[src/rtl/edd_pkg.sv]
// Package for the error diffusion dither block: beat types, constants and
// the clamped error share function. No dependencies.
package edd_pkg;

   localparam int WIDTH_W = 9;
   localparam logic [WIDTH_W-1:0] WIDTH_RESET = 9'd190;
   localparam logic [7:0] INK_LIMIT = 8'd128;
   localparam logic [7:0] WHITE_LEVEL = 8'd255;

   localparam logic [2:0] WT_ABOVE_LEFT = 3'd1;
   localparam logic [2:0] WT_ABOVE = 3'd5;
   localparam logic [2:0] WT_ABOVE_RIGHT = 3'd3;
   localparam logic [2:0] WT_LEFT = 3'd7;

   typedef struct packed {
      logic [7:0] gray_level;
      logic       frame_start;
   } req_type;

   typedef struct packed {
      logic ink;
      logic row_end;
   } rsp_type;

   typedef struct packed {
      logic [7:0] above_left;
      logic [7:0] above_mid;
      logic [7:0] above_right;
      logic [7:0] left;
   } window_type;

   // Adds the weighted sixteenth of a signed error to a pixel value, with the
   // share truncated toward zero and the sum clamped to 0..255.
   function automatic logic [7:0] add_share(input logic [7:0] value,
                                            input logic [7:0] err,
                                            input logic [2:0] wt);
      logic signed [11:0] err_x;
      logic signed [11:0] wt_x;
      logic signed [11:0] prod;
      logic signed [11:0] share;
      logic signed [11:0] sum;
      err_x = {{4{err[7]}}, err};
      wt_x = {9'd0, wt};
      prod = err_x * wt_x;
      if (prod[11]) begin
         share = (prod + 12'sd15) >>> 4;
      end else begin
         share = prod >>> 4;
      end
      sum = $signed({4'd0, value}) + share;
      if (sum[11]) begin
         add_share = 8'd0;
      end else if (sum > 12'sd255) begin
         add_share = WHITE_LEVEL;
      end else begin
         add_share = sum[7:0];
      end
   endfunction

endpackage

[src/rtl/edd_line_mem.sv]
// Line store of the errors of the row above: one write port and two read
// ports with registered read data. Depends on nothing.
module edd_line_mem #(
   parameter int DEPTH = 256,
   parameter int AW = 8
) (
   input  logic          clock,
   input  logic          rd_en,
   input  logic [AW-1:0] rd_addr_a,
   input  logic [AW-1:0] rd_addr_b,
   output logic [7:0]    rd_data_a,
   output logic [7:0]    rd_data_b,
   input  logic          wr_en,
   input  logic [AW-1:0] wr_addr,
   input  logic [7:0]    wr_data
);

   logic [7:0] mem [DEPTH];
   logic [7:0] rd_a_ff;
   logic [7:0] rd_b_ff;

   always_ff @(posedge clock) begin
      if (wr_en) begin
         mem[wr_addr] <= wr_data;
      end
   end

   always_ff @(posedge clock) begin
      if (rd_en) begin
         rd_a_ff <= mem[rd_addr_a];
         rd_b_ff <= mem[rd_addr_b];
      end
   end

   assign rd_data_a = rd_a_ff;
   assign rd_data_b = rd_b_ff;

endmodule

[src/rtl/edd_kernel.sv]
// Per-pixel arithmetic: four clamped error additions, the ink decision and
// the new error. Depends on edd_pkg.
module edd_kernel (
   input  logic [7:0]          gray_level,
   input  edd_pkg::window_type win,
   output logic                ink,
   output logic [7:0]          err,
   output logic [7:0]          above_mid
);
   import edd_pkg::*;

   logic [7:0] v1;
   logic [7:0] v2;
   logic [7:0] v3;
   logic [7:0] v4;

   always_comb begin
      v1 = add_share(gray_level, win.above_left, WT_ABOVE_LEFT);
      v2 = add_share(v1, win.above_mid, WT_ABOVE);
      v3 = add_share(v2, win.above_right, WT_ABOVE_RIGHT);
      v4 = add_share(v3, win.left, WT_LEFT);
      ink = v4 < INK_LIMIT;
      err = ink ? v4 : v4 - WHITE_LEVEL;
   end

   assign above_mid = win.above_mid;

endmodule

[src/rtl/error_diffusion_dither_top.sv]
// Top level of the Floyd-Steinberg error diffusion dither.
// Depends on edd_pkg, edd_line_mem and edd_kernel.
//
// Pixels arrive in raster order on the req_ channel, one beat per pixel, and
// each gives exactly one rsp_ beat with the ink bit and a row end flag.
// A beat moves when valid is high and stall is low; the receiver drives stall.
// The csr_ channel writes the image width (1 to MAX_WIDTH pixels, zero counts
// as one, larger values saturate); write it only while no pixel is in flight.
// Set frame_start on the first pixel of every image; after reset the stream
// is taken as an image that began at reset.
// An accepted pixel reads the row above from the line store at that edge,
// is computed in the following cycle and lands in the output register when
// the compute stage advances, which waits while the output register is stalled.
// The block takes one pixel every cycle while the output is not stalled; the
// rate is set by the feedback loop that reads the line store, adds the four
// error shares and writes the new error back. Two pixels can wait while
// rsp_stall is high, one in the compute stage and one in the output
// register; after that req_stall rises. Reset clears the pipeline and sets
// the width to 190. The line store needs no clearing after reset.
module error_diffusion_dither_top #(
   parameter int MAX_WIDTH = 256
) (
   input  logic                          clock,
   input  logic                          reset,
   input  logic                          req_valid,
   output logic                          req_stall,
   input  edd_pkg::req_type              req_data,
   output logic                          rsp_valid,
   input  logic                          rsp_stall,
   output edd_pkg::rsp_type              rsp_data,
   input  logic                          csr_valid,
   output logic                          csr_ready,
   input  logic [edd_pkg::WIDTH_W-1:0]   csr_image_width
);
   import edd_pkg::*;

   localparam int AW = (MAX_WIDTH > 1) ? $clog2(MAX_WIDTH) : 1;
   localparam int CW = (AW + 1 > WIDTH_W) ? AW + 1 : WIDTH_W;

   logic [WIDTH_W-1:0] width_ff;
   logic [AW-1:0]      col_ff;
   logic [AW-1:0]      col_in;
   logic               first_row_ff;
   logic               first_row_in;

   logic               s1_valid_ff;
   logic [7:0]         s1_gray_ff;
   logic [AW-1:0]      s1_x_ff;
   logic               s1_last_ff;
   logic               s1_first_ff;
   logic               fwd_a_ff;
   logic               fwd_b_ff;
   logic [7:0]         fwd_err_ff;

   logic [7:0]         above_left_ff;
   logic [7:0]         above_left_in;
   logic [7:0]         left_ff;
   logic [7:0]         left_in;

   logic               rsp_valid_ff;
   rsp_type            rsp_data_ff;

   logic [CW-1:0]      width_ext;
   logic [AW-1:0]      last_col;
   logic [AW-1:0]      acc_x;
   logic               acc_first;
   logic               acc_last;
   logic [AW-1:0]      addr_b;
   logic               req_accept;
   logic               s1_adv;

   logic [7:0]         rd_a;
   logic [7:0]         rd_b;
   logic [7:0]         mid_raw;
   logic [7:0]         right_raw;
   window_type         win;
   logic               k_ink;
   logic [7:0]         k_err;
   logic [7:0]         k_mid;

   assign csr_ready = 1'b1;

   always_ff @(posedge clock) begin
      if (reset) begin
         width_ff <= WIDTH_RESET;
      end else if (csr_valid && csr_ready) begin
         width_ff <= csr_image_width;
      end
   end

   always_comb begin
      width_ext = CW'(width_ff);
      if (width_ext == '0) begin
         last_col = '0;
      end else if (width_ext > CW'(MAX_WIDTH)) begin
         last_col = AW'(MAX_WIDTH - 1);
      end else begin
         last_col = AW'(width_ext - CW'(1));
      end
   end

   assign s1_adv = s1_valid_ff && (!rsp_valid_ff || !rsp_stall);
   assign req_stall = s1_valid_ff && !s1_adv;
   assign req_accept = req_valid && !req_stall;

   always_comb begin
      if (req_data.frame_start) begin
         acc_x = '0;
         acc_first = 1'b1;
      end else begin
         acc_x = (col_ff > last_col) ? last_col : col_ff;
         acc_first = first_row_ff;
      end
      acc_last = acc_x == last_col;
      addr_b = acc_x + AW'(1);
      col_in = acc_last ? '0 : acc_x + AW'(1);
      first_row_in = acc_last ? 1'b0 : acc_first;
   end

   always_ff @(posedge clock) begin
      if (reset) begin
         col_ff <= '0;
         first_row_ff <= 1'b1;
      end else if (req_accept) begin
         col_ff <= col_in;
         first_row_ff <= first_row_in;
      end
   end

   always_ff @(posedge clock) begin
      if (reset) begin
         s1_valid_ff <= 1'b0;
      end else if (req_accept) begin
         s1_valid_ff <= 1'b1;
      end else if (s1_adv) begin
         s1_valid_ff <= 1'b0;
      end
   end

   always_ff @(posedge clock) begin
      if (req_accept) begin
         s1_gray_ff <= req_data.gray_level;
         s1_x_ff <= acc_x;
         s1_last_ff <= acc_last;
         s1_first_ff <= acc_first;
         fwd_a_ff <= s1_adv && (s1_x_ff == acc_x);
         fwd_b_ff <= s1_adv && (s1_x_ff == addr_b);
         fwd_err_ff <= k_err;
      end
   end

   edd_line_mem #(
      .DEPTH(MAX_WIDTH),
      .AW(AW)
   ) u_line_mem (
      .clock(clock),
      .rd_en(req_accept),
      .rd_addr_a(acc_x),
      .rd_addr_b(addr_b),
      .rd_data_a(rd_a),
      .rd_data_b(rd_b),
      .wr_en(s1_adv),
      .wr_addr(s1_x_ff),
      .wr_data(k_err)
   );

   always_comb begin
      mid_raw = fwd_a_ff ? fwd_err_ff : rd_a;
      right_raw = fwd_b_ff ? fwd_err_ff : rd_b;
      win.above_left = (s1_x_ff == '0 || s1_first_ff) ? 8'd0 : above_left_ff;
      win.above_mid = s1_first_ff ? 8'd0 : mid_raw;
      win.above_right = (s1_first_ff || s1_last_ff) ? 8'd0 : right_raw;
      win.left = (s1_x_ff == '0) ? 8'd0 : left_ff;
   end

   edd_kernel u_kernel (
      .gray_level(s1_gray_ff),
      .win(win),
      .ink(k_ink),
      .err(k_err),
      .above_mid(k_mid)
   );

   assign above_left_in = s1_last_ff ? 8'd0 : k_mid;
   assign left_in = s1_last_ff ? 8'd0 : k_err;

   always_ff @(posedge clock) begin
      if (reset) begin
         above_left_ff <= '0;
         left_ff <= '0;
      end else if (s1_adv) begin
         above_left_ff <= above_left_in;
         left_ff <= left_in;
      end
   end

   always_ff @(posedge clock) begin
      if (reset) begin
         rsp_valid_ff <= 1'b0;
      end else if (s1_adv) begin
         rsp_valid_ff <= 1'b1;
      end else if (!rsp_stall) begin
         rsp_valid_ff <= 1'b0;
      end
   end

   always_ff @(posedge clock) begin
      if (s1_adv) begin
         rsp_data_ff.ink <= k_ink;
         rsp_data_ff.row_end <= s1_last_ff;
      end
   end

   assign rsp_valid = rsp_valid_ff;
   assign rsp_data = rsp_data_ff;

   a_adv_fills_output: assert property (@(posedge clock) disable iff (reset)
      s1_adv |=> rsp_valid_ff)
      else $error("compute stage advanced without filling the output register");

   a_row_wraps: assert property (@(posedge clock) disable iff (reset)
      (req_accept && acc_last) |=> (col_ff == '0 && !first_row_ff))
      else $error("column did not wrap after the last pixel of a row");

   a_first_row_ends: assert property (@(posedge clock) disable iff (reset)
      $fell(first_row_ff) |-> $past(req_accept && acc_last))
      else $error("first row flag cleared away from a row end");

   a_stall_needs_work: assert property (@(posedge clock) disable iff (reset)
      req_stall |-> (s1_valid_ff && rsp_valid_ff && rsp_stall))
      else $error("input stalled while the pipeline could move");

endmodule
[config.mk]
export PLATFORM = sky130hd
export DESIGN_NAME = error_diffusion_dither_top
export DESIGN_NICKNAME = d
export VERILOG_FILES = /design/src/rtl/edd_pkg.sv /design/src/rtl/edd_line_mem.sv /design/src/rtl/edd_kernel.sv /design/src/rtl/error_diffusion_dither_top.sv
export SDC_FILE = /design/constraint.sdc
export NUM_CORES = 2
export LEC_CHECK = 0
export BUFFER_PORTS_ARGS = -buffer_cell sky130_fd_sc_hd__buf_2
export CAP_MARGIN = 25
export CORE_ASPECT_RATIO = 0.6
export CORE_UTILIZATION = 65
export CTS_CLUSTER_DIAMETER = 200
export DETAILED_ROUTE_END_ITERATION = 8
export PLACE_DENSITY = 0.78
export SLEW_MARGIN = 30
export SYNTH_ARGS = -nofsm -noshare
export SYNTH_HDL_FRONTEND = slang
export SYNTH_HIERARCHICAL = 1
export SYNTH_SLANG_ARGS = --single-unit
[constraint.sdc]
create_clock -name clock -period 30.9 [get_ports clock]
set_input_delay 6.18 -clock clock [delete_from_list [all_inputs] [get_ports clock]]
set_output_delay 6.18 -clock clock [all_outputs]
set_load 0.1 [all_outputs]
# Yosys cells after proc, flatten, opt, wreduce, memory -nomap -nowiden
# Memory sizes are Yosys's and may differ from the RTL's. A register that Yosys moved wholly into a read port is not among the register bits.
# Index checks and enable logic that the tools add are counted.
# totals
input_bits	23
word_cells	91
ram_bits	2048
memories	1
output_inout_bits	5
register_bits	66
# mem_list
memory	depth	word_bits	read_ports	rd_ports_with_merged_regs	write_ports	line_no	rtl
u_line_mem.mem	256	8	2	2	1	edd_line_mem.sv:18	logic [7:0] mem [DEPTH];
# classes
order_cmp	7
n_mul	3
add_sub_neg	11
n_eq_ne	4
reduce_logical	15
n_mux	34
# op_table
operator	count
two-way mux 8 bit	22
adder 9 x 12 -> 12 bit	4
> comparator 12 x 9 -> 1 bit (second input constant)	4
two-way mux 12 bit	4
adder 12 x 5 -> 12 bit (second input constant)	3
equality test 8 bit	3
multiplier 8 x 4 -> 12 bit (second input constant)	2
multiplier 8 x 3 -> 11 bit (second input constant)	1
adder 8 x 5 -> 9 bit (second input constant)	1
> comparator 9 bit (second input constant)	1
logical NOT 9 bit	1
adder 8 x 1 -> 8 bit (second input constant)	1
> comparator 8 bit	1
logical NOT 8 bit	1
< comparator 8 bit (second input constant)	1
two-way mux 1 bit	8
subtractor 8 x 1 -> 8 bit (second input constant)	1
subtractor 8 bit (second input constant)	1
logical AND 1 bit	5
logical NOT 1 bit	4
logical OR 1 bit	3
inequality test 2 x 1 -> 1 bit (second input constant)	1
nonzero test 2 bit	1

# Depth between registers and ports, before layout
# logic_depth
ltp_word	24
mapped_depth	56
mapped_depth_nobuf	55

# Hierarchy
# The synthesis kept the hierarchy.
# modules_own_cells
module	area_each_um2	cells_each	instances	seq_area_each_um2
edd_line_mem	97133.2	4847	1	61979.4
edd_kernel	4164.0	534	1	0.0
error_diffusion_dither_top	4011.3	410	1	1621.6

# Worst setup path after synthesis
# No wires, ideal clock.
# synth_path
path_kind	register to register
startpoint	register s1_x_ff[5]
endpoint	register fwd_err_ff[1] (data pin)
setup_ps	1646
period_less_slack_ps	18752
t_required_ps	29254
t_arrival_ps	17106
path_stages_with_launch	50
n_path_buf	1
setup_slack_ps	12148
cell_sequence	edfxtp_1 nor4_1 a21oi_1 and2_1 or4_1 nand3_1 xnor2_1 ha_1 a21o_1 a21oi_1 nor2b_1 nor3_1 o21bai_1 a31o_1 xnor2_1 o21a_1 ha_1 inv_1 [14 not listed] nand2b_1 and2b_1 xnor2_2 o21ai_1 ha_1 inv_1 fa_1 nor2b_1 o31a_1 nor4_1 or4_1 a21oi_1 mux2i_1 buf_6 o21a_1 ha_1 nand2_1 mux2i_1
# synth_rtl
element	line_no	rtl
start, declared	error_diffusion_dither_top.sv:48	logic [AW-1:0] s1_x_ff;
start signal, assigned	error_diffusion_dither_top.sv:143	s1_x_ff <= acc_x;
end signal, assigned	error_diffusion_dither_top.sv:148	fwd_err_ff <= k_err;
end, declared	error_diffusion_dither_top.sv:53	logic [7:0] fwd_err_ff;

==> metrics.md <==
| Metric | Value |
|---|---|
| Peak Freq | `65.9 MHz` |
| Post-route ant nets | `0` |
| Synth Flop Type | `edfxtp_1` |
| FF-to-FF setup slack | `15720 ps` |
| FF-to-FF End | `u_line_mem/mem[246][1]$_DFFE_PP_` |
| Die H | `314 um` |
| Initial antenna violation count | `26` |
| Pwr per Cell Area | `95.3 nW/um^2` |
| Total CTS buffers | `193` |
| Crit-path max FO | `100` |
| Clock transition at path regs | `70 ps` |
| Post-synth top area cell | `edfxtp_1` |
| Ratio of cells with drive above 1 in the final layout | `30.8%` |
| Type of origin of the critical path | `register` |
| Drt first pass iters | `7` |
| CTS tree | `built` |
| # nets final | `5868` |
| Clk Latency, worst-skew pair | `890 ps` |
| Total grt overflow | `0` |
| First-pass GRT wire length | `464000 um` |
| Ys async rst share | `0%` |
| Cells after Synth | `5791` |
| Drt wl/cell | `41.0 um` |
| Sequential share of the synthesized area | `60.4%` |
| Status | `finished, final reports clean` |
| Die width | `522 um` |
| DRC | `0` |
| Worst Reg2Reg Path Length in Cells | `52` |
| Total leakage power | `35.1 nW` |
| Tightest Pin Transition | `1200 ps` |
| Pre-CTS setup slack | `15790 ps` |
| Setup TNS | `0 ps` |
| CTS Root Cell | `clkbuf_16` |
| Filler Cell Count | `9377` |
| Max clock buf depth | `4` |
| Vias in the first global route | `62398` |
| Tmin final | `15180 ps` |
| Setup repair bufs after CTS | `0` |
| Worst IR Drop VDD | `0.371 mV` |
| Leading post-synthesis cells by cell area | `edfxtp_1 (60%), mux4_2 (22%), mux2i_1 (2.6%)` |
| Hold_ws | `480 ps` |
| Clock Sinks | `2130` |
| Max-cap violations | `0` |
| Skew final | `69.7 ps` |
| GP Congestion | `0.956` |
| Initial Util | `66.0%` |
| Total wire length | `329000 um` |
| DRT iter0 DRCs | `12309` |
| Port Buffer Count | `26` |
| Mapped Area | `105000 sq um` |
| Largest net degree at the start of global routing | `255` |
| Hold Path Class | `reg -> reg` |
| Mapped Nets | `5918` |
| Overall routing resource usage | `40.5%` |
| WS Path Type | `reg -> reg` |
| I/O pin count | `28` |
| CP endpoint | `u_line_mem/mem[246][1]$_DFFE_PP_` |
| Worst endpoint required time | `31450 ps` |
| FP Rows | `113` |
| Final core occ | `71.0%` |
| Overall Power | `10.8 mW` |
| Mean area per synthesized cell | `18.2 sq um` |
| Avg Vias per Cell | `8.16` |
| H-tree depth | `4` |
| CTS Hold Bufs | `0` |
| Post-route clock period utilization | `49.1%` |
| Max Slew Vio Count | `0` |
| CP max stage delay | `840 ps` |
| Post-synth EDFFs | `2094` |
| Yosys synthesis warning count | `6` |
| Worst EP arrival | `15720 ps` |
| Crit path capture type | `register` |
| CP max-delay cell | `buf_4` |
| Unrepaired setup endpoints after global routing | `no` |
| Count of cell types in the netlist | `124` |
| Endpoints failing setup | `0` |
| Reg-to-Reg Start | `s1_x_ff[0]$_DFFE_PP_` |
| Core Region | `159000 sq um` |
| Synth-to-Final Area Change | `7.60%` |
| Setup WS post-layout | `15720 ps` |
| Post-DP HPWL | `211000 um` |
| Slew margin rel. | `20.2%` |
| Number of synthesized register bits | `2130` |
| Cell mode on critical path | `a21oi_1` |
| Via Count | `65387` |
| # resized after CTS | `0` |
| Fin. Hold Viols | `0` |
| Yosys top cell area share | `59.7%` |
| Die ar. | `164000 sq um` |
| Crit path launch | `s1_x_ff[0]$_DFFE_PP_` |
critical path, delay by kind of cell, from the launching register on:
family                     cells  cell delay [ps]
muxes                          3              700
DFF                            1              590
and+or+nand+nor               16             3970
xor gates and xnor gates       3              960
AOI/OAI and AO/OA             17             3900
buffers and inverters          6             2460
adders and majority gates      7             2010
registers in the layout, summed over array words and instances, names as in the netlist:
signal	flops
fwd_a_ff	1
s1_last_ff	1
above_left_ff	8
width_ext	9
rsp_data	2
fwd_err_ff	8
u_line_mem/rd_data_b	8
u_line_mem/rd_data_a	8
u_line_mem/mem	2048
s1_first_ff	1
rsp_valid	1
s1_x_ff	8
left_ff	8
s1_valid_ff	1
first_row_ff	1
fwd_b_ff	1
s1_gray_ff	8
col_ff	8
synthesized netlist by cell type (63+ instances only):
| cell | count |
|---|---|
| nand3_1 | 67 |
| o21ai_0 | 63 |
| mux4_2 | 1051 |
| inv_1 | 74 |
| edfxtp_1 | 2094 |
| ha_1 | 92 |
| buf_2 | 104 |
| clkbuf_1 | 154 |
| nor2_1 | 381 |
| mux2i_1 | 269 |
| a21oi_1 | 143 |
| o221ai_1 | 66 |
| nand2_1 | 158 |
layout by cell type (no fill, tap or decap), drive strengths merged, types with 28 or more instances in the layout:
cell and count:
nor3b 28, a22oi 62, dfxtp 36, mux2i 271, xnor2 54, ha 92
o21ai 80, and2 34, o221ai 68, mux2 42, clkbuf 232, mux4 1051
a22o 30, nor2b 49, a21oi 144, edfxtp 2094, a221oi 38, a211oi 39
nor3 42, buf 181, nand3 70, o22ai 53, inv 81, nand2 159
nor2 385, clkinv 82
cells by family (layout without fill, tap and decap cells):
family	after synthesis	count (layout)	share of synthesized area (%)
xor+xnor	82	82	0.751
compound gates	697	697	4.88
fa+ha+maj	106	106	1.34
other cells	1	12	0.00356
simple gates	905	905	4.17
flops	2130	2130	60.4
mux	1364	1364	25.5
buf+inv	506	592	2.95
stage by stage:
step / cell area (sq um) / cells
detailed placement: 107000 / 7666
CTS: 113000 / 7997
finish: 113000 / 8015
global placement: 107000 / 7660
global route: 113000 / 8006
floorplan: 105000 / 5791
routing by layer:
metal  global-route usage [%]  up-vias  wire (um)
met2                     54.0     6597     135000
met1                     58.3    33401     114000
met4                     13.2       38      13500
met3                     20.6     1022      65800
li1                         -    24329          -
met5                        0        -        773
area by class of cell:
cell class	count	area, sq um	area share [%]
multi-input combinational	3155	39400	34.8
sequential	2130	63600	56.1
clock buffer	232	5050	4.46
tap	2127	2660	2.35
inverter	80	310	0.274
clock inverter	99	729	0.644
antenna	11	27.5	0.0243
timing repair buffer	181	1520	1.34
report_power, final:
part	switching, mW	internal [mW]	leakage, nW
sequential	0.0197	5.48	19.2
clock	1.07	1.24	2.82
combinational	2.56	0.435	13.1
total	3.64	7.15	35.1
worst min path at each step:
stage | startpoint | endpoint | slack [ps] | depth (start not counted)
5_1_grt | above_left_ff[0]$_SDFFE_PP0P_ | above_left_ff[0]$_SDFFE_PP0P_ | 510 | 2
4_1_cts | above_left_ff[1]$_SDFFE_PP0P_ | above_left_ff[1]$_SDFFE_PP0P_ | 480 | 2
3_3_place_gp | left_ff[4]$_SDFFE_PP0P_ | left_ff[4]$_SDFFE_PP0P_ | 460 | 2
3_5_place_dp | above_left_ff[1]$_SDFFE_PP0P_ | above_left_ff[1]$_SDFFE_PP0P_ | 470 | 2
6_report | above_left_ff[1]$_SDFFE_PP0P_ | above_left_ff[1]$_SDFFE_PP0P_ | 480 | 2
2_1_floorplan | s1_last_ff$_DFFE_PP_ | rsp_data[0]$_DFFE_PP_ | 420 | 0
Note: power is estimated with default switching activity, not from simulation.
